**config.mk**
```make
export PLATFORM = sky130hd
export DESIGN_NAME = ofvg_div_stage
export DESIGN_NICKNAME = d
export VERILOG_FILES = /design/src/rtl/ofvg_pkg.sv /design/src/rtl/ofvg_div_stage.sv
export SDC_FILE = /design/constraint.sdc
export NUM_CORES = 1
export LEC_CHECK = 0
export ABC_AREA = 1
export BUFFER_PORTS_ARGS = -buffer_cell sky130_fd_sc_hd__buf_4
export CORE_MARGIN = 2
export CORE_UTILIZATION = 40
export DETAILED_ROUTE_END_ITERATION = 8
export PLACE_DENSITY = 0.7
export SYNTH_ARGS = -nofsm -noshare
export SYNTH_HDL_FRONTEND = slang
export SYNTH_SLANG_ARGS = --single-unit
```
**constraint.sdc**
```tcl
create_clock -name i_clk -period 2.05 [get_ports i_clk]
set_input_delay 0.205 -clock i_clk [delete_from_list [all_inputs] [get_ports i_clk]]
set_output_delay 0.205 -clock i_clk [all_outputs]
set_load 0.03 [all_outputs]
```
**src/rtl/ofvg_pkg.sv**
```systemverilog
// Shared types and constants for the optical-flow velocity gate.
`timescale 1ns / 1ps
package ofvg_pkg;

    localparam int FLOW_W  = 24;
    localparam int TIME_W  = 24;
    localparam int DIST_W  = 16;
    localparam int SIGMA_W = 24;
    localparam int VEL_W   = 32;
    localparam int NOISE_W = 48;

    // |flow| * height, and the squared operand sigma * height
    localparam int PROD_W = 40;
    localparam int HALF_W = 20;
    // (|flow| * height * 1e6) >> 16 stays below 2^43
    localparam int NUM_W  = 43;
    // quotient bits developed by the divider; bit 31 and up means saturation
    localparam int QUO_W  = 31;
    localparam int SUM_W  = 60;
    localparam int SQ_W   = 62;

    localparam logic [HALF_W-1:0] US_PER_S      = 20'd1000000;
    localparam logic [DIST_W-1:0] MIN_HEIGHT_MM = 16'd100;
    localparam logic [VEL_W-1:0]  VEL_MAX       = 32'h7FFF_FFFF;
    localparam logic [VEL_W-1:0]  VEL_MIN       = 32'h8000_0000;

    localparam int CFG_IDX_W  = 4;
    localparam int CFG_DATA_W = 24;
    localparam logic [CFG_IDX_W-1:0] CFG_FALLBACK = 4'd0;
    localparam logic [CFG_IDX_W-1:0] CFG_SIGMA    = 4'd1;
    localparam logic [DIST_W-1:0]    FALLBACK_RST = 16'd1000;
    localparam logic [SIGMA_W-1:0]   SIGMA_RST    = 24'd65536;

    typedef struct packed {
        logic signed [FLOW_W-1:0] flow_x;
        logic signed [FLOW_W-1:0] flow_y;
        logic                     time_present;
        logic [TIME_W-1:0]        time_us;
        logic                     distance_present;
        logic [DIST_W-1:0]        distance_mm;
        logic                     sample_valid;
    } t_in_word;

    typedef struct packed {
        logic signed [VEL_W-1:0] velocity_x;
        logic signed [VEL_W-1:0] velocity_y;
        logic                    observation_ok;
        logic [NOISE_W-1:0]      noise_variance;
    } t_out_word;

    // control that rides beside the multiplier stages
    typedef struct packed {
        logic              ok;
        logic              neg_x;
        logic              neg_y;
        logic [TIME_W-1:0] t;
    } t_side;

    // one axis in the divider: partial remainder, numerator bits shifting
    // out at the top while quotient bits shift in at the bottom
    typedef struct packed {
        logic [TIME_W-1:0] rem;
        logic [QUO_W-1:0]  nq;
        logic              sat;
        logic              neg;
    } t_div_lane;

    typedef struct packed {
        logic               valid;
        logic               ok;
        logic [TIME_W-1:0]  t;
        logic [NOISE_W-1:0] noise;
        t_div_lane          x;
        t_div_lane          y;
    } t_div_word;

endpackage

```
**src/rtl/ofvg_div_stage.sv**
```systemverilog
// One restoring-division step for both axes, one quotient bit per stage.
`timescale 1ns / 1ps
module ofvg_div_stage (
    input  logic                  i_clk,
    input  logic                  i_rst_n,
    input  ofvg_pkg::t_div_word   i_word,
    output ofvg_pkg::t_div_word   o_word
);
    import ofvg_pkg::*;

    t_div_word r_word;
    t_div_word n_word;
    logic      r_valid;

    function automatic t_div_lane div_step(input t_div_lane l, input logic [TIME_W-1:0] t);
        t_div_lane       res;
        logic [TIME_W:0] sh;
        logic [TIME_W+1:0] diff;
        logic            ge;
        sh   = {l.rem, l.nq[QUO_W-1]};
        diff = {1'b0, sh} - {2'b0, t};
        ge   = !diff[TIME_W+1];
        res      = l;
        res.rem  = ge ? diff[TIME_W-1:0] : sh[TIME_W-1:0];
        res.nq   = {l.nq[QUO_W-2:0], ge};
        return res;
    endfunction

    always_comb begin
        n_word   = i_word;
        n_word.x = div_step(i_word.x, i_word.t);
        n_word.y = div_step(i_word.y, i_word.t);
    end

    always_ff @(posedge i_clk) begin
        if (!i_rst_n) begin
            r_valid <= 1'b0;
        end else begin
            r_valid <= i_word.valid;
        end
    end

    always_ff @(posedge i_clk) begin
        r_word <= n_word;
    end

    always_comb begin
        o_word       = r_word;
        o_word.valid = r_valid;
    end

    // partial remainder of an unsaturated lane never reaches the divisor
    a_rem_x: assert property (@(posedge i_clk) disable iff (!i_rst_n)
        r_valid && r_word.ok && !r_word.x.sat |-> r_word.x.rem < r_word.t)
        else $error("x remainder not below divisor");
    a_rem_y: assert property (@(posedge i_clk) disable iff (!i_rst_n)
        r_valid && r_word.ok && !r_word.y.sat |-> r_word.y.rem < r_word.t)
        else $error("y remainder not below divisor");

endmodule

```
* After elaboration in Yosys (flattened, before gate mapping)
Cells that the tools add are included.
** Operators by class
- Add/sub/neg operators :: 2
- Muxes and demuxes :: 2
- Reductions and logical operators :: 2
** Operators by type and width (number)
- 25-bit by 24-bit subtractor with 26-bit output :: 2
- 24-bit 2-to-1 mux :: 2
- 1-bit logical NOT :: 2
** Word-level totals
- Register bits after elaboration :: 188
- Input port bits :: 190
- Output and inout bits :: 188
- Logic and storage cells :: 18

* Depth between registers and ports, before layout
- Depth in word-level cells :: 2
- Mapped depth :: 13
- Mapped depth without buffers :: 13

* Least setup slack after synthesis
OpenSTA, ideal clock, no wires.
- Path type :: input -> register
- Start :: input i_word[89] in the netlist's numbering
- End :: register r_word, in the netlist o_word[106]
- Setup time :: 113 ps
- Arrival time :: 1525 ps
- Required time :: 1937 ps
- Slack :: 412 ps
- Stages :: 13
- Path buffers :: 0
- Cells stage by stage :: inv_1 ha_1 fa_1 inv_1 nand3_1 nand3_1 nand2_1 nand2_1 nand2_1 nand2_1 nand2_1 nand3_1 nand2_1
** RTL lines
- start, declared :: line ofvg_div_stage.sv:6 : input ofvg_pkg::t_div_word i_word,
- end signal, assigned :: line ofvg_div_stage.sv:44 : r_word <= n_word;
- end, declared :: line ofvg_div_stage.sv:11 : t_div_word r_word;

==> results.cfg <==
[timing]
worst_slack_ns = 0.008672
fmax_mhz = 489.9
finalCritPeriodShare_pct = 99.58
rsz0062_at_grt = true
tightest_slew_ns = 0.3154
slew_headroom_pct = 78.97
hold_viol_final = 0
slew_violations = 0
setup_violations = 0
fin_crit_ns = 2.041

[yosys]
synth_nets = 1333
async_flop_share_pct = 0
synth_commonest_cells = 389 x nand2_1, 194 x inv_1, 188 x dfxtp_1, 101 x nand3_1, 51 x nor2_1
ys.flop_type = dfxtp_1
ys_types = 29
synth_top_area_share_pct = 46.12
synth_area_mm2 = 0.008160
syn_avg_cell_area_um2 = 7.466
syn_inst = 1093
synth_warnings = 0
synth_edf_count = 0
synth_top_cell_by_area = dfxtp_1
ys_top_cells_by_area = dfxtp_1 46%, nand2_1 18%, inv_1 8.9%
yosysSeqAreaShare_pct = 46.12
ys_ff_latch = 188
synth_most_common_cell = nand2_1

[power_and_ir_drop]
power.density_mw_per_mm2 = 767.9
pwr-share-seq_pct = 37.7
pwr-share-clk_pct = 31.2
total_power_uw = 10900
p_int_uw = 7097
p_comb_share_pct = 31.2
irDropWorstVdd_uv = 580.6
power_switching_uw = 3803
swShare_pct = 34.89
leakage_uw = 0.007561

[critical_path]
path_buf_inv = 6
path_max_fanout = 3
worst_ep_required_time_ns = 2.38
crit_path_cell_trace = dlygate4sd3_1, buf_4, inv_2, ha_1, buf_4, nand2_2, inv_1, nand2_1, nand2_1, nand2_1, nand3_1, buf_4, xor2_1, nand2_1, nand2_1
cpLargestDelayFamily = buffers and inverters
cp_slowest_cell = dlygate4sd3_1
arrival_ns = 2.37
critPathKind = input pin to flop
startpoint_type = input pin
cpMostUsedCell = nand2_1
slowest_delay_ns = 0.56
endpoint_kind = flop

[floorplan]
fp.coreArea_mm2 = 0.02010
fp-row-count = 52
start_util_pct = 40.59
dieWidth_um = 146.8
die_y_um = 146.8
ios = 378
die-area_mm2 = 0.02156

[drt]
vias = 9085
ant_nets = 0
wl_per_cell_um = 17.18
first_pass_iters = 6
drt-met1-wl_um = 13330
vias_per_cell = 4.649
wl_um = 33580
drt_iter0_drc = 439
wl_met3_um = 1670
top_layer = met4
wl_met2_um = 17280
drcViolationCount = 0

[layout]
drive_gt1_share_pct = 33.19
syn_to_final_growth_pct = 73.95
nNetsFinal = 1911
n_antenna_cell = 0
nFillCells = 1549
multi_input_area_mm2 = 0.003990
fin_cells = 1954
ff_latch_area_mm2 = 0.003764

[clock_tree]
clock_path_buffers = 2
cts_root_buf = clkbuf_16
clkTransAtPathRegs_ns = 0.08
h-tree-depth = 4
cts_tree = yes
clock_sinks = 188
cts_made_buffers = 17

[placement]
port_buffers = 377
dp_hpwl_um = 24850
dp_cells = 1767
place_congestion = 0.8976
place_ws_ns = 0.02707

[global_routing]
antenna_found_initial = 0
grt_first_pass_wirelength_um = 49820
track_usage_pct = 30.02
first_global_vias = 9112
grt_max_degree = 23
overflow = 0

[min_path]
hold_path_class = input pin to flop

[job]
cap_violations = 0

[status]
status = finished clean
==> sequential cells by signal, summed over array words and instances (netlist names) <==
register / flops
o_word: 187
r_valid: 1
==> per-layer routing <==
metal,track usage (%),vias up
met3,5.528,63
met5,0,-
met4,11.41,0
li1,-,4496
met1,34.46,4233
met2,55.28,293
==> logic make-up (layout without fill, tap and decap cells) <==
| family | Yosys count | count (layout) | share of synthesized area (%) |
|---|---|---|---|
| AOI/OAI and AO/OA | 29 | 29 | 1.779 |
| buffers and inverters | 209 | 800 | 10.50 |
| DFF | 188 | 188 | 46.12 |
| adders and majority gates | 50 | 50 | 7.850 |
| and+or+nand+nor | 597 | 597 | 31.60 |
| xor gates and xnor gates | 20 | 20 | 2.147 |
==> worst paths after layout <==
kind,endpoint,cells after the start,startpoint
max,o_word[100],15,i_word[167]
min,o_word[52],3,i_word[51]
==> power by group through the flow <==
stage	Combinational, uW	Clock [uW]	Sequential, uW
finish	3400	3400	4110
global route	3630	3590	4130
CTS	3200	3440	4100
detailed placement	2950	0	4180
global placement	2930	0	4180
floorplan	1000	0	4840
==> stage by stage <==
stage                     instance area (um2)  hold WS [ns]  util (%)  setup TNS [ns]
after global routing                    14190       0.01528     70.61         -0.5909
after floorplan                          8160        0.2327         -               0
final                                   14190       0.01309     70.61               0
after CTS                               13710     0.0007849     68.20               0
after detailed placement                11570        0.3105     57.55               0
after global placement                  11570        0.3096     57.55               0
==> area by class of cell <==
type / count / share of cell area [%]
clock buffers: 17 / 2.997
clock inverters: 15 / 1.375
inverters: 196 / 5.209
multi-input cells: 696 / 28.11
flip-flops and latches: 188 / 26.51
well taps: 270 / 2.380
repair buffers: 572 / 33.42
==> cell usage in the layout, fill, tap and decap left out, types with 3 or more instances in the layout <==
cell           synthesis  layout
buf_4                  1     414
nand2_1              389     367
dfxtp_1              188     188
inv_1                194     179
dlygate4sd3_1          0     151
nand3_1              101      98
nor2_1                51      45
nand2_2                7      28
ha_4                   0      23
ha_1                  48      23
xor2_1                18      18
a21oi_1               23      17
clkbuf_16              0      17
inv_2                  0      15
nand4_1               11      11
nand3b_1              10      10
clkinv_8               0       8
nor2_2                 6       7
nand3_2                5       7
nor2_4                 1       6
a21oi_2                0       6
o21ai_0                6       6
buf_12                 0       5
nor3_1                 4       4
nand3_4                2       3
or2_2                  3       3
inv_8                  0       3
==> worst min-delay path: stages <==
cell and delay (ns):
buf_4 0.09, nand3_1 0.06, nand2_1 0.06
==> repair_timing <==
action                                  in CTS  in global routing
buffers inserted                             0                  3
resized for setup                            0                 94
hold endpoints to repair                   151                  0
endpoints found under the setup margin       0                 48
hold buffers                               152                  0
No activity file was read; power rests on OpenSTA's default activity.
