## config.mk

```make
export PLATFORM = sky130hd
export DESIGN_NAME = ofvg_noise
export DESIGN_NICKNAME = d
export VERILOG_FILES = /design/src/rtl/ofvg_pkg.sv /design/src/rtl/ofvg_noise.sv
export SDC_FILE = /design/constraint.sdc
export NUM_CORES = 2
export LEC_CHECK = 0
export ABC_AREA = 1
export BUFFER_PORTS_ARGS = -buffer_cell sky130_fd_sc_hd__buf_2
export CAP_MARGIN = 10
export CORE_ASPECT_RATIO = 0.6
export CORE_MARGIN = 2
export CORE_UTILIZATION = 27
export CTS_CLUSTER_DIAMETER = 50
export DETAILED_ROUTE_END_ITERATION = 10
export HOLD_SLACK_MARGIN = 0.06
export PLACE_DENSITY = 0.37
export SLEW_MARGIN = 15
export SYNTH_ARGS = -nofsm -noshare
export SYNTH_HDL_FRONTEND = slang
export SYNTH_SLANG_ARGS = --single-unit
export TNS_END_PERCENT = 100
```

## constraint.sdc

```tcl
create_clock -name i_clk -period 15.2 [get_ports i_clk]
set_input_delay 2.28 -clock i_clk [delete_from_list [all_inputs] [get_ports i_clk]]
set_output_delay 2.28 -clock i_clk [all_outputs]
set_load 0.02 [all_outputs]
```

## src/rtl/ofvg_pkg.sv

```systemverilog
// Shared types and constants for the optical-flow velocity gate.
`timescale 1ns / 1ps
package ofvg_pkg;

    localparam int FLOW_W  = 24;
    localparam int TIME_W  = 24;
    localparam int DIST_W  = 16;
    localparam int SIGMA_W = 24;
    localparam int VEL_W   = 32;
    localparam int NOISE_W = 48;

    // |flow| * height, and the squared operand sigma * height
    localparam int PROD_W = 40;
    localparam int HALF_W = 20;
    // (|flow| * height * 1e6) >> 16 stays below 2^43
    localparam int NUM_W  = 43;
    // quotient bits developed by the divider; bit 31 and up means saturation
    localparam int QUO_W  = 31;
    localparam int SUM_W  = 60;
    localparam int SQ_W   = 62;

    localparam logic [HALF_W-1:0] US_PER_S      = 20'd1000000;
    localparam logic [DIST_W-1:0] MIN_HEIGHT_MM = 16'd100;
    localparam logic [VEL_W-1:0]  VEL_MAX       = 32'h7FFF_FFFF;
    localparam logic [VEL_W-1:0]  VEL_MIN       = 32'h8000_0000;

    localparam int CFG_IDX_W  = 4;
    localparam int CFG_DATA_W = 24;
    localparam logic [CFG_IDX_W-1:0] CFG_FALLBACK = 4'd0;
    localparam logic [CFG_IDX_W-1:0] CFG_SIGMA    = 4'd1;
    localparam logic [DIST_W-1:0]    FALLBACK_RST = 16'd1000;
    localparam logic [SIGMA_W-1:0]   SIGMA_RST    = 24'd65536;

    typedef struct packed {
        logic signed [FLOW_W-1:0] flow_x;
        logic signed [FLOW_W-1:0] flow_y;
        logic                     time_present;
        logic [TIME_W-1:0]        time_us;
        logic                     distance_present;
        logic [DIST_W-1:0]        distance_mm;
        logic                     sample_valid;
    } t_in_word;

    typedef struct packed {
        logic signed [VEL_W-1:0] velocity_x;
        logic signed [VEL_W-1:0] velocity_y;
        logic                    observation_ok;
        logic [NOISE_W-1:0]      noise_variance;
    } t_out_word;

    // control that rides beside the multiplier stages
    typedef struct packed {
        logic              ok;
        logic              neg_x;
        logic              neg_y;
        logic [TIME_W-1:0] t;
    } t_side;

    // one axis in the divider: partial remainder, numerator bits shifting
    // out at the top while quotient bits shift in at the bottom
    typedef struct packed {
        logic [TIME_W-1:0] rem;
        logic [QUO_W-1:0]  nq;
        logic              sat;
        logic              neg;
    } t_div_lane;

    typedef struct packed {
        logic               valid;
        logic               ok;
        logic [TIME_W-1:0]  t;
        logic [NOISE_W-1:0] noise;
        t_div_lane          x;
        t_div_lane          y;
    } t_div_word;

endpackage

```

## src/rtl/ofvg_noise.sv

```systemverilog
// Four-stage noise variance path: floor((sigma * height)^2 / 2^32).
`timescale 1ns / 1ps
module ofvg_noise (
    input  logic                           i_clk,
    input  logic [ofvg_pkg::SIGMA_W-1:0]   i_sigma,
    input  logic [ofvg_pkg::DIST_W-1:0]    i_hn,
    output logic [ofvg_pkg::NOISE_W-1:0]   o_noise
);
    import ofvg_pkg::*;

    logic [PROD_W-1:0]  r_p;
    logic [PROD_W-1:0]  r_hi2;
    logic [PROD_W-1:0]  r_hilo;
    logic [PROD_W-1:0]  r_lo2;
    logic [PROD_W-1:0]  r_hi2_d;
    logic [SQ_W-1:0]    r_low_sum;
    logic [NOISE_W-1:0] r_noise;

    always_ff @(posedge i_clk) begin
        r_p       <= PROD_W'(i_sigma) * PROD_W'(i_hn);
        // square as three half-width partial products
        r_hi2     <= PROD_W'(r_p[PROD_W-1:HALF_W]) * PROD_W'(r_p[PROD_W-1:HALF_W]);
        r_hilo    <= PROD_W'(r_p[PROD_W-1:HALF_W]) * PROD_W'(r_p[HALF_W-1:0]);
        r_lo2     <= PROD_W'(r_p[HALF_W-1:0]) * PROD_W'(r_p[HALF_W-1:0]);
        r_hi2_d   <= r_hi2;
        r_low_sum <= {r_hilo, 21'b0} + SQ_W'(r_lo2);
        r_noise   <= {r_hi2_d, 8'b0} + NOISE_W'(r_low_sum[SQ_W-1:32]);
    end

    assign o_noise = r_noise;

endmodule

```

Word level (Yosys, flattened, before mapping). Index checks and enable logic that the tools add are counted. W data, S select, Z words.

Input port bits: 41. Logic and storage cells: 13. Register bits: 310.

Add/sub/neg operators: 2. $mul: 4.

Operators with widths (count): $mul A20 B20 Y40 (3); $add A61 B40 Y62 (1); $add A48 B30 Y48 (1); $mul A24 B16 Y40 (1).

Depth between registers and ports, before layout.
Depth in word-level cells: 1. Depth in mapped cells: 30.

Least setup slack after synthesis. No wires, ideal clock.

Path kind: input port to flip-flop. Start: input i_sigma[14] (netlist bit). End: register r_p[31]. Buffers on the path: 2. Slack: 7.813 ns. Stages on the path: 26. Library setup time: 0.112 ns. Arrival time: 7.275 ns. Data required time: 15.088 ns. Path through: clkbuf_1 > clkbuf_1 > nand2_1 > fa_1 > inv_1 > fa_1 > inv_1 > fa_1 > inv_1 > fa_1 > fa_1 > inv_1 > fa_1 > inv_1 > ha_1 > nand2_1 > nor2_1 > inv_1 > nor3_1 > nand2_1 > nand2_2 > nand2_1 > nand2_2 > nand2_1 > nand3_1 > nand2_1.

Word-level cells in the longest chain between the ends: 1.

Ends and longest elaborated chain: start: declaration (line ofvg_noise.sv:5) `input logic [ofvg_pkg::SIGMA_W-1:0] i_sigma,`; $mul A24 B16 Y40 (line ofvg_noise.sv:20) `r_p <= PROD_W'(i_sigma) * PROD_W'(i_hn);`; end signal: assignment (line ofvg_noise.sv:20); end: declaration (line ofvg_noise.sv:11) `logic [PROD_W-1:0] r_p;`.

Every way passes these cells.

Final worst setup path.
Start: input i_hn[4] (netlist bit). End: register r_p[39].

Word-level cells in the longest chain between the ends: 1.

Ends and longest elaborated chain: start: declaration (line ofvg_noise.sv:6) `input logic [ofvg_pkg::DIST_W-1:0] i_hn,`; $mul A24 B16 Y40 (line ofvg_noise.sv:20).

Every way passes these cells.

==> flow_metrics.tcl <==
set metrics [dict create \
    outcome "finished clean" \
    start_util_pct 27.1 \
    die_h_um 367 \
    final_cell_mix "inv_1, nand2_1, fa_1" \
    avgSynthCellArea_um2 7.85 \
    grt_max_degree 43 \
    area_growth_pct 7.90 \
    finalHoldViolCount 0 \
    crit_chain "buf_2 -> nand2_1 -> fa_1 -> inv_1 -> fa_1 -> fa_1 -> inv_1 -> fa_1 -> inv_1 -> fa_1 -> inv_1 -> fa_1 -> inv_1 -> ha_1 -> nand2_1 -> nor2_1 -> inv_1 -> nor4_1 -> nand3_1 -> nand4_1 -> nand2_1" \
    fmax_ghz 0.135 \
    numCtsBuffers 35 \
    worstRegToRegCells 22 \
    stdcell_count 10400 \
    grt_pass1_vias 49200 \
    nets 9312 \
    drc_errors 0 \
    cts_hold_buf 0 \
    core_area_mm2 0.219 \
    cts_buffer_depth 3 \
    critPathSlowestCell "fa_1" \
    drv_cap 0 \
    hp-class "reg2reg" \
    finalSetupTns_ns 0 \
    finalCriticalPeriod_ns 7.40 \
    io_buffers 88 \
    worstPathRequired_ns 15.68 \
    cts.sinks 255 \
    vias_per_cell 4.37 \
    crit_type "in2reg" \
    slowest_delay_ns 0.56 \
    dpl_cell_area_mm2 0.0629 \
    wl_um 187000 \
    diodes 0 \
    worstSetupStartpointType "primary input" \
    clk_pin_slew_worst_paths_ns 0.06 \
    slew_headroom_pct 31.5 \
    postCtsSetupRepairBufs 0 \
    fill_cells 23800 \
    yosysSeqAreaShare_pct 8.60 \
    grt_pass1_wl_um 300000 \
    syn_nets 9389 \
    h-tree-depth 2 \
    core.rowCount 133 \
    whs_endpoint "r_hi2_d[26]" \
    fin_worst_skew_ns 0.0214 \
    arrival_ns 7.88 \
    dp.cells 10300 \
    grt_usage_pct 17.3 \
    design_area_mm2 0.0641 \
    utilization_pct 29.3 \
    insertion_delay_ns 0.61 \
    cts_resized 0 \
    drv_slew 0 \
    drt_iter0_markers 2841 \
    ys_warn_count 0 \
    r2r_start "r_p[27]" \
    timing.rr.end "r_hilo[36]" \
    r2r_setup_slack_ns 8.06 \
    fp.dieW_um 609 \
    ios 89 \
    place.gp.congestion 0.852 \
    via_count 45500 \
    synth_seq_cells 255 \
    gr-total-overflow 0 \
    dieArea_mm2 0.224 \
    cp_top_family "adder cells" \
    grt_setup_unrepaired "false" \
    synth_area_mm2 0.0594 \
    synth_ff_type "dfxtp_1" \
    grt_antenna_before_repair 0 \
    cp_num_buf_inv 7 \
    regArea_mm2 0.00515 \
    multiInputGateArea_mm2 0.0453 \
    cp-end-kind "register" \
    tritoncts "done" \
    critical_path.max_fanout 24 \
    hpwl_um 150000 \
    syn_inst 7561 \
    clockRootBuffer "clkbuf_16" \
    drt.antenna.violating_nets 0 \
    synth_edf_count 0 \
    layout_commonest_cell "inv_1" \
    avgRoutedWirePerCell_um 17.9 \
    ys_types 46 \
    setup_violations 0 \
    async_reset_ff_share_pct 0 \
    worst_pin_slew_ns 1.02 \
    detail_route.first_pass.iterations 6 \
    holdPathStages 0 \
    period_share_pct 48.7 \
    drive_gt1_share_pct 3.91 \
    min_from "r_hi2[26]" \
]
## registers in the layout, summed over array words and instances (netlist names)
register,flops
r_lo2,19
r_hi2_d,39
r_hilo,40
r_p,40
o_noise,48
r_low_sum,30
r_hi2,39
## stage by stage
stage | worst slack [ns] | hold WS (ns)
2_1_floorplan | 7.81 | 0.310
3_3_place_gp | 7.24 | 0.313
3_5_place_dp | 7.29 | 0.312
4_1_cts | 7.92 | 0.324
5_1_grt | 7.54 | 0.329
6_report | 7.80 | 0.326
## logic make-up after synthesis
family,after synthesis,synth area share [%]
XOR/XNOR,169,2.49
flip-flops,255,8.60
buffers and inverters,2379,15.0
adder cells (fa/ha/maj),1787,52.6
AND/OR/NAND/NOR,2480,16.6
AO/OA/AOI/OAI,491,4.67
## worst reg2reg max path, stage by stage (launching register included)
cell and delay, ns:
dfxtp_2 0.58, buf_4 0.57, nand2_1 0.21, fa_1 0.56
inv_1 0.05, fa_1 0.49, inv_1 0.05, fa_1 0.53
inv_1 0.06, fa_1 0.51, fa_1 0.44, fa_1 0.50
inv_1 0.05, fa_1 0.47, inv_1 0.04, ha_1 0.34
nand2_1 0.15, o21ai_0 0.67, a21oi_1 0.10, nand3_1 0.32
nand3b_1 0.16, nand3_1 0.09, nand2_1 0.07
## synthesized netlist by cell type (9+ instances only)
cell      count  area (µm²)
inv_1      2132        8000
nand2_1    1879        7050
fa_1       1180       23600
ha_1        607        7590
nor2_1      316        1190
dfxtp_1     255        5100
a21oi_1     247        1240
clkbuf_1    176         661
nand3_1     134         671
o21ai_0     125         626
xor2_1      124        1090
buf_1        66         248
nor3_1       48         240
xnor2_1      45         394
nand4_1      35         219
o21bai_1     27         203
a21o_1       21         158
o21a_1       21         158
nand2_2      15        93.8
nor4_1       11        68.8
a21boi_0      9        67.6
nor2_2        9        56.3
## cell type report
class / count / area share, %
timing repair buffer: 129 / 1.17
clock buffer: 42 / 1.49
sequential: 255 / 8.05
inverter: 2136 / 12.5
clock inverter: 22 / 0.344
multi-input combinational: 4927 / 70.8
tap: 2902 / 5.67
## metal layers
metal	vias to the layer above	GRT usage [%]	wire length (µm)	part of all wire, %
met5	-	0	0	0
met1	22800	28.9	105000	56
met2	936	23.7	70200	38
li1	21700	-	-	-
met4	0	1.74	1520	0.81
met3	86	2.25	9830	5.3
## how the worst max path moves through the flow
stage	startpoint	to	slack (ns)	cells past startpoint
2_1_floorplan	i_sigma[14]	r_p[31]	7.81	26
3_3_place_gp	i_hn[1]	r_p[33]	7.24	21
6_report	i_hn[4]	r_p[39]	7.80	21
4_1_cts	i_hn[4]	r_p[39]	7.92	21
5_1_grt	i_hn[4]	r_p[39]	7.54	22
3_5_place_dp	i_hn[4]	r_p[39]	7.29	21
Power is left out: the tool's default activity adds up to more than one toggle a clock period on the data nets, which glitch-free logic cannot reach.
