<file path="src/rtl/ofvg_pkg.sv">
// Shared types and constants for the optical-flow velocity gate.
`timescale 1ns / 1ps
package ofvg_pkg;

    localparam int FLOW_W  = 24;
    localparam int TIME_W  = 24;
    localparam int DIST_W  = 16;
    localparam int SIGMA_W = 24;
    localparam int VEL_W   = 32;
    localparam int NOISE_W = 48;

    // |flow| * height, and the squared operand sigma * height
    localparam int PROD_W = 40;
    localparam int HALF_W = 20;
    // (|flow| * height * 1e6) >> 16 stays below 2^43
    localparam int NUM_W  = 43;
    // quotient bits developed by the divider; bit 31 and up means saturation
    localparam int QUO_W  = 31;
    localparam int SUM_W  = 60;
    localparam int SQ_W   = 62;

    localparam logic [HALF_W-1:0] US_PER_S      = 20'd1000000;
    localparam logic [DIST_W-1:0] MIN_HEIGHT_MM = 16'd100;
    localparam logic [VEL_W-1:0]  VEL_MAX       = 32'h7FFF_FFFF;
    localparam logic [VEL_W-1:0]  VEL_MIN       = 32'h8000_0000;

    localparam int CFG_IDX_W  = 4;
    localparam int CFG_DATA_W = 24;
    localparam logic [CFG_IDX_W-1:0] CFG_FALLBACK = 4'd0;
    localparam logic [CFG_IDX_W-1:0] CFG_SIGMA    = 4'd1;
    localparam logic [DIST_W-1:0]    FALLBACK_RST = 16'd1000;
    localparam logic [SIGMA_W-1:0]   SIGMA_RST    = 24'd65536;

    typedef struct packed {
        logic signed [FLOW_W-1:0] flow_x;
        logic signed [FLOW_W-1:0] flow_y;
        logic                     time_present;
        logic [TIME_W-1:0]        time_us;
        logic                     distance_present;
        logic [DIST_W-1:0]        distance_mm;
        logic                     sample_valid;
    } t_in_word;

    typedef struct packed {
        logic signed [VEL_W-1:0] velocity_x;
        logic signed [VEL_W-1:0] velocity_y;
        logic                    observation_ok;
        logic [NOISE_W-1:0]      noise_variance;
    } t_out_word;

    // control that rides beside the multiplier stages
    typedef struct packed {
        logic              ok;
        logic              neg_x;
        logic              neg_y;
        logic [TIME_W-1:0] t;
    } t_side;

    // one axis in the divider: partial remainder, numerator bits shifting
    // out at the top while quotient bits shift in at the bottom
    typedef struct packed {
        logic [TIME_W-1:0] rem;
        logic [QUO_W-1:0]  nq;
        logic              sat;
        logic              neg;
    } t_div_lane;

    typedef struct packed {
        logic               valid;
        logic               ok;
        logic [TIME_W-1:0]  t;
        logic [NOISE_W-1:0] noise;
        t_div_lane          x;
        t_div_lane          y;
    } t_div_word;

endpackage

</file>
<file path="src/rtl/ofvg_axis_mul.sv">
// Three-stage numerator path for one axis: (|flow| * height * 1e6) >> 16.
`timescale 1ns / 1ps
module ofvg_axis_mul (
    input  logic                          i_clk,
    input  logic [ofvg_pkg::FLOW_W-1:0]   i_mag,
    input  logic [ofvg_pkg::DIST_W-1:0]   i_h,
    output logic [ofvg_pkg::NUM_W-1:0]    o_num
);
    import ofvg_pkg::*;

    logic [PROD_W-1:0] r_prod;
    logic [PROD_W-1:0] r_lo_mul;
    logic [PROD_W-1:0] r_hi_mul;
    logic [NUM_W-1:0]  r_num;
    logic [SUM_W-1:0]  n_sum;

    // recombine the split constant product, drop the Q16 fraction
    assign n_sum = {r_hi_mul, {HALF_W{1'b0}}} + SUM_W'(r_lo_mul);

    always_ff @(posedge i_clk) begin
        r_prod   <= PROD_W'(i_mag) * PROD_W'(i_h);
        r_lo_mul <= PROD_W'(r_prod[HALF_W-1:0]) * PROD_W'(US_PER_S);
        r_hi_mul <= PROD_W'(r_prod[PROD_W-1:HALF_W]) * PROD_W'(US_PER_S);
        r_num    <= n_sum[NUM_W+15:16];
    end

    assign o_num = r_num;

endmodule

</file>
<file path="config.mk">
export PLATFORM = sky130hd
export DESIGN_NAME = ofvg_axis_mul
export DESIGN_NICKNAME = d
export VERILOG_FILES = /design/src/rtl/ofvg_pkg.sv /design/src/rtl/ofvg_axis_mul.sv
export SDC_FILE = /design/constraint.sdc
export NUM_CORES = 2
export LEC_CHECK = 0
export BUFFER_PORTS_ARGS = -buffer_cell sky130_fd_sc_hd__buf_2
export CAP_MARGIN = 20
export CORE_ASPECT_RATIO = 0.9
export CORE_MARGIN = 4
export CORE_UTILIZATION = 25
export DETAILED_ROUTE_END_ITERATION = 8
export HOLD_SLACK_MARGIN = 0.03
export PLACE_DENSITY = 0.43
export SLEW_MARGIN = 20
export SYNTH_ARGS = -nofsm -noshare
export SYNTH_HDL_FRONTEND = slang
export SYNTH_SLANG_ARGS = --single-unit
</file>
<file path="constraint.sdc">
create_clock -name i_clk -period 5.75 [get_ports i_clk]
set_input_delay 0.2875 -clock i_clk [delete_from_list [all_inputs] [get_ports i_clk]]
set_output_delay 0.2875 -clock i_clk [all_outputs]
set_load 0.02 [all_outputs]
</file>
Word level (Yosys, flattened, before mapping)
Index checks and enable logic that the tools add are counted.
{ "classes": {"add_sub_neg": 1, "mul": 3} }
{ "ops": {"columns": ["operator", "count"], "rows": [
  ["59-bit by 40-bit adder with 59-bit output", 1],
  ["24-bit by 16-bit multiplier with 40-bit output", 1],
  ["20-bit by 14-bit multiplier with 34-bit output, second input constant", 1],
  ["20-bit by 14-bit multiplier with 33-bit output, second input constant", 1]
]} }
{ "totals": {"output_inout_bits": 43, "ff_bits": 150, "input_bits": 41} }

Logic depth before layout (Yosys ltp)
{ "logic_depth": {"word_depth": 1, "mapped_depth": 25, "ltp_nobuf": 23} }

Least setup slack after synthesis
Ideal clock, no wire load.
{ "synth_timing": {"path_type": "input port to flip-flop", "from": "input port i_h[9] (netlist bit)", "to": "register r_prod[32]", "stages": 21, "t_arrival_ns": 5.930, "setup_slack_ns": -0.311, "setup_time_ns": 0.131, "cell_sequence": "clkbuf_1 -> nand2_1 -> fa_1 -> inv_1 -> fa_1 -> fa_1 -> fa_1 -> fa_1 -> inv_1 -> fa_1 -> inv_1 -> ha_1 -> and2_0 -> a221o_1 -> a32oi_2 -> a32oi_4 -> a211oi_1 -> o221ai_1 -> a21oi_1 -> o31ai_1 -> xor2_1"} }
{ "synth_via": {"elab_chain_cells": 1} }
{ "synth_rtl": {"columns": ["element", "line_no", "text"], "rows": [
  ["start: declaration", "ofvg_axis_mul.sv:6", "input logic [ofvg_pkg::DIST_W-1:0] i_h,"],
  ["24-bit by 16-bit multiplier with 40-bit output", "ofvg_axis_mul.sv:21", "r_prod <= PROD_W'(i_mag) * PROD_W'(i_h);"],
  ["end signal: assignment", "ofvg_axis_mul.sv:21", null],
  ["end: declaration", "ofvg_axis_mul.sv:11", "logic [PROD_W-1:0] r_prod;"]
]} }
No other way between the ends.

Final worst setup path
{ "layout_timing": {"from": "input port i_h[15] (netlist bit)", "to": "register r_prod[38]"} }
Same word-level chain as after synthesis.

==> impl_metrics.yaml <==
grt:
  antenna_found_initial: 0
  grt.overflow.total: 0
  grt_use_total_pct: 12.0
  grt_max_degree: 25
  first_global_vias: 18859
  grt_pass1_wl_mm: 101
worst_setup_path:
  cpMostUsedCell: "fa_1"
  arrival_ns: 6.01
  slowest_delay_ns: 0.61
  crit_chain: "buf_8 > buf_6 > nand2_4 > fa_1 > fa_1 > inv_2 > fa_1 > inv_2 > fa_1 > fa_1 > fa_1 > inv_2 > ha_4 > a21o_1 > a221o_1 > a32oi_2 > a32oi_4 > a21oi_4 > o31ai_4 > a211o_1 > a21oi_2 > xnor2_1"
  reg2reg_depth: 20
  timing.rr.end: "r_lo_mul[39]$_DFF_P_"
  crit_buf_inv: 5
  reg2reg_from: "r_prod[5]$_DFF_P_"
  crit_type: "in2reg"
  critPathTopFamily: "adder cells"
  crit_path_end_kind: "flip-flop"
  path_max_fanout: 6
  r2r_setup_slack_ns: 0.30
  cp_slowest_cell: "fa_1"
  critPathRequiredTime_ns: 6.13
  setup.worst_path.start_class: "input pin"
sta:
  skew_ns: 0.00971
  fin_crit_sh_pct: 97.9
  slew_violations: 0
  tightest_slew_ns: 0.553
  rsz0062_at_grt: "true"
  setup_viol: 0
  hold_violations: 0
  relSlewSlack_pct: 62.9
  period_needed_ns: 5.63
  max_freq_mhz: 178
synthesis:
  syn_area_sq_um: 24600
  synth_cells: 2615
  async_reset_ff_share_pct: 0
  yosysWarnings: 0
  ys.flop_type: "dfxtp_1"
  syn_nets: 3464
  yosys.area.top_type: "fa_1"
  yosysSeqAreaShare_pct: 11.4
  yosysTopAreaCellShare_pct: 37.1
  synth.most_common_cell: "inv_1"
  ys_top_cells_by_area: "fa_1, ha_1, dfxtp_1"
  synth_edf_count: 0
  synth_seq_cells: 140
  synthTopCellsByCount: "inv_1, fa_1, ha_1"
  ys_types: 61
  avgSynthCellArea_sq_um: 9.42
floorplanning:
  start_util_pct: 25.4
  io_pins: 84
  die_x_microns: 339
  core_area_sq_um: 97200
  floorplan.rows: 108
  die_area_sq_um: 104000
  fp.dieH_microns: 306
routing:
  num_vias: 17008
  ant_nets: 0
  dr.pass1.iters: 5
  routedWlPerCell_microns: 14.4
  wl_mm: 59.5
  remaining_drc_errors: 0
  drt_iter0_drc: 674
  viasPerCell: 4.11
clocking:
  h-tree-depth: 4
  clkTransAtPathRegs_ns: 0.06
  clk_latency_ns: 0.45
  cts.path.max_buffers: 2
  numCtsBuffers: 17
  clkSinkCount: 140
  cts-root-buf: "clkbuf_16"
  cts_tree: "built"
finish:
  drive_above_1_share_pct: 14.6
  syn_to_final_growth_pct: 18.4
  n_antenna_cell: 0
  post-route-cell-area_sq_um: 29200
  nets: 3706
worst_hold_path:
  worstHoldStart: "r_lo_mul[18]$_DFF_P_"
  min_path_cells: 0
  hp-class: "reg2reg"
  min_to: "o_num[2]$_DFF_P_"
place:
  portBuffers: 83
  gp_congestion: 0.797
  placed_cell_area_sq_um: 28000
  place_hpwl_mm: 52.0
run_status:
  run_status: "complete, no violations"
run:
  maxCapViolCount: 0
[logic make-up after synthesis]
family / after synthesis / synth area share, %
adder cells (fa/ha/maj): 808 / 54.9
buffers and inverters: 708 / 10.8
AND/OR/NAND/NOR: 571 / 11.2
AO/OA/AOI/OAI: 264 / 7.24
flip-flops: 140 / 11.4
XOR/XNOR: 123 / 4.37
multiplexers: 1 / 0.0457
[layout make-up]
| type | instances | area [sq um] |
|---|---|---|
| multi-input cells | 1767 | 19500 |
| clock buffers | 18 | 439 |
| inverters | 638 | 2390 |
| fillers | 10308 | 68000 |
| repair buffers | 293 | 2280 |
| clock inverters | 13 | 135 |
| flip-flops and latches | 140 | 2810 |
| well taps | 1265 | 1580 |
[worst max-delay path by stage]
stage | end | from | cells past startpoint | slack (ns)
floorplan | r_prod[38]$_DFF_P_ | i_mag[13] | 23 | -0.11
global placement | r_prod[39]$_DFF_P_ | i_mag[11] | 21 | -0.57
detailed placement | r_prod[39]$_DFF_P_ | i_mag[7] | 24 | -0.57
CTS | r_prod[38]$_DFF_P_ | i_h[10] | 22 | 0.008
global route | r_prod[38]$_DFF_P_ | i_h[12] | 22 | -0.04
finish | r_prod[38]$_DFF_P_ | i_h[15] | 22 | 0.12
[registers in the layout, indices dropped and copies added (netlist names)]
name,count
o_num,43
r_prod,40
r_hi_mul,33
r_lo_mul,24
[stage by stage]
step / utilization (%) / setup TNS, ns / worst slack, ns / hold slack [ns] / cells
3_3_place_gp: 28.8 / -5.41 / -0.569 / 0.311 / 4095
2_1_floorplan: - / -0.265 / -0.108 / 0.310 / 2615
4_1_cts: 29.4 / 0 / 0.00761 / 0.328 / 4126
5_1_grt: 30.0 / -0.0462 / -0.0408 / 0.331 / 4134
3_5_place_dp: 28.8 / -5.78 / -0.565 / 0.312 / 4095
6_report: 30.0 / 0 / 0.119 / 0.326 / 4134
[cell usage in the layout (no fill, tap or decap), drive strengths merged, types with 3 or more instances in the layout]
master,count
inv,643
fa,456
ha,352
buf,285
nand2,272
and2,162
dfxtp,140
xnor2,92
a21oi,92
o21ai,43
a21o,42
nor2,37
xor2,31
nand3,29
clkbuf,26
o21bai,18
nand4,16
and3,16
nor3,13
a211oi,12
a31oi,11
nand2b,8
nor2b,6
o211ai,6
o31ai,5
o21a,4
and4,4
clkinvlp,4
o221ai,4
a211o,3
nor4,3
a221o,3
clkinv,3
[worst register-to-register path: cells and delay by family (launching register included)]
family / cells / cell delay, ns
compound gates: 6 / 1.01
xor+xnor: 1 / 0.21
fa+ha+maj: 7 / 3.04
buf+inv: 4 / 0.19
flops: 1 / 0.39
simple gates: 2 / 0.52
[layer usage]
layer	share of wire (%)	global-route usage, %
met1	53	17.9
met2	44	18.9
met3	2.2	1.52
met4	0.75	1.95
met5	0	0
[repair_timing]
| item | 4_1_cts | 5_1_grt |
|---|---|---|
| cloned | 0 | 2 |
| hold buffers | 0 | 0 |
| gates resized for setup | 5 | 150 |
| pin swaps | 1 | 49 |
| endpoints found under the setup margin | 3 | 17 |
| hold endpoints to repair | 0 | 0 |
| buffers inserted | 0 | 7 |
Power is left out: the tool's default activity adds up to more than one toggle a clock period on the data nets, which glitch-free logic cannot reach.
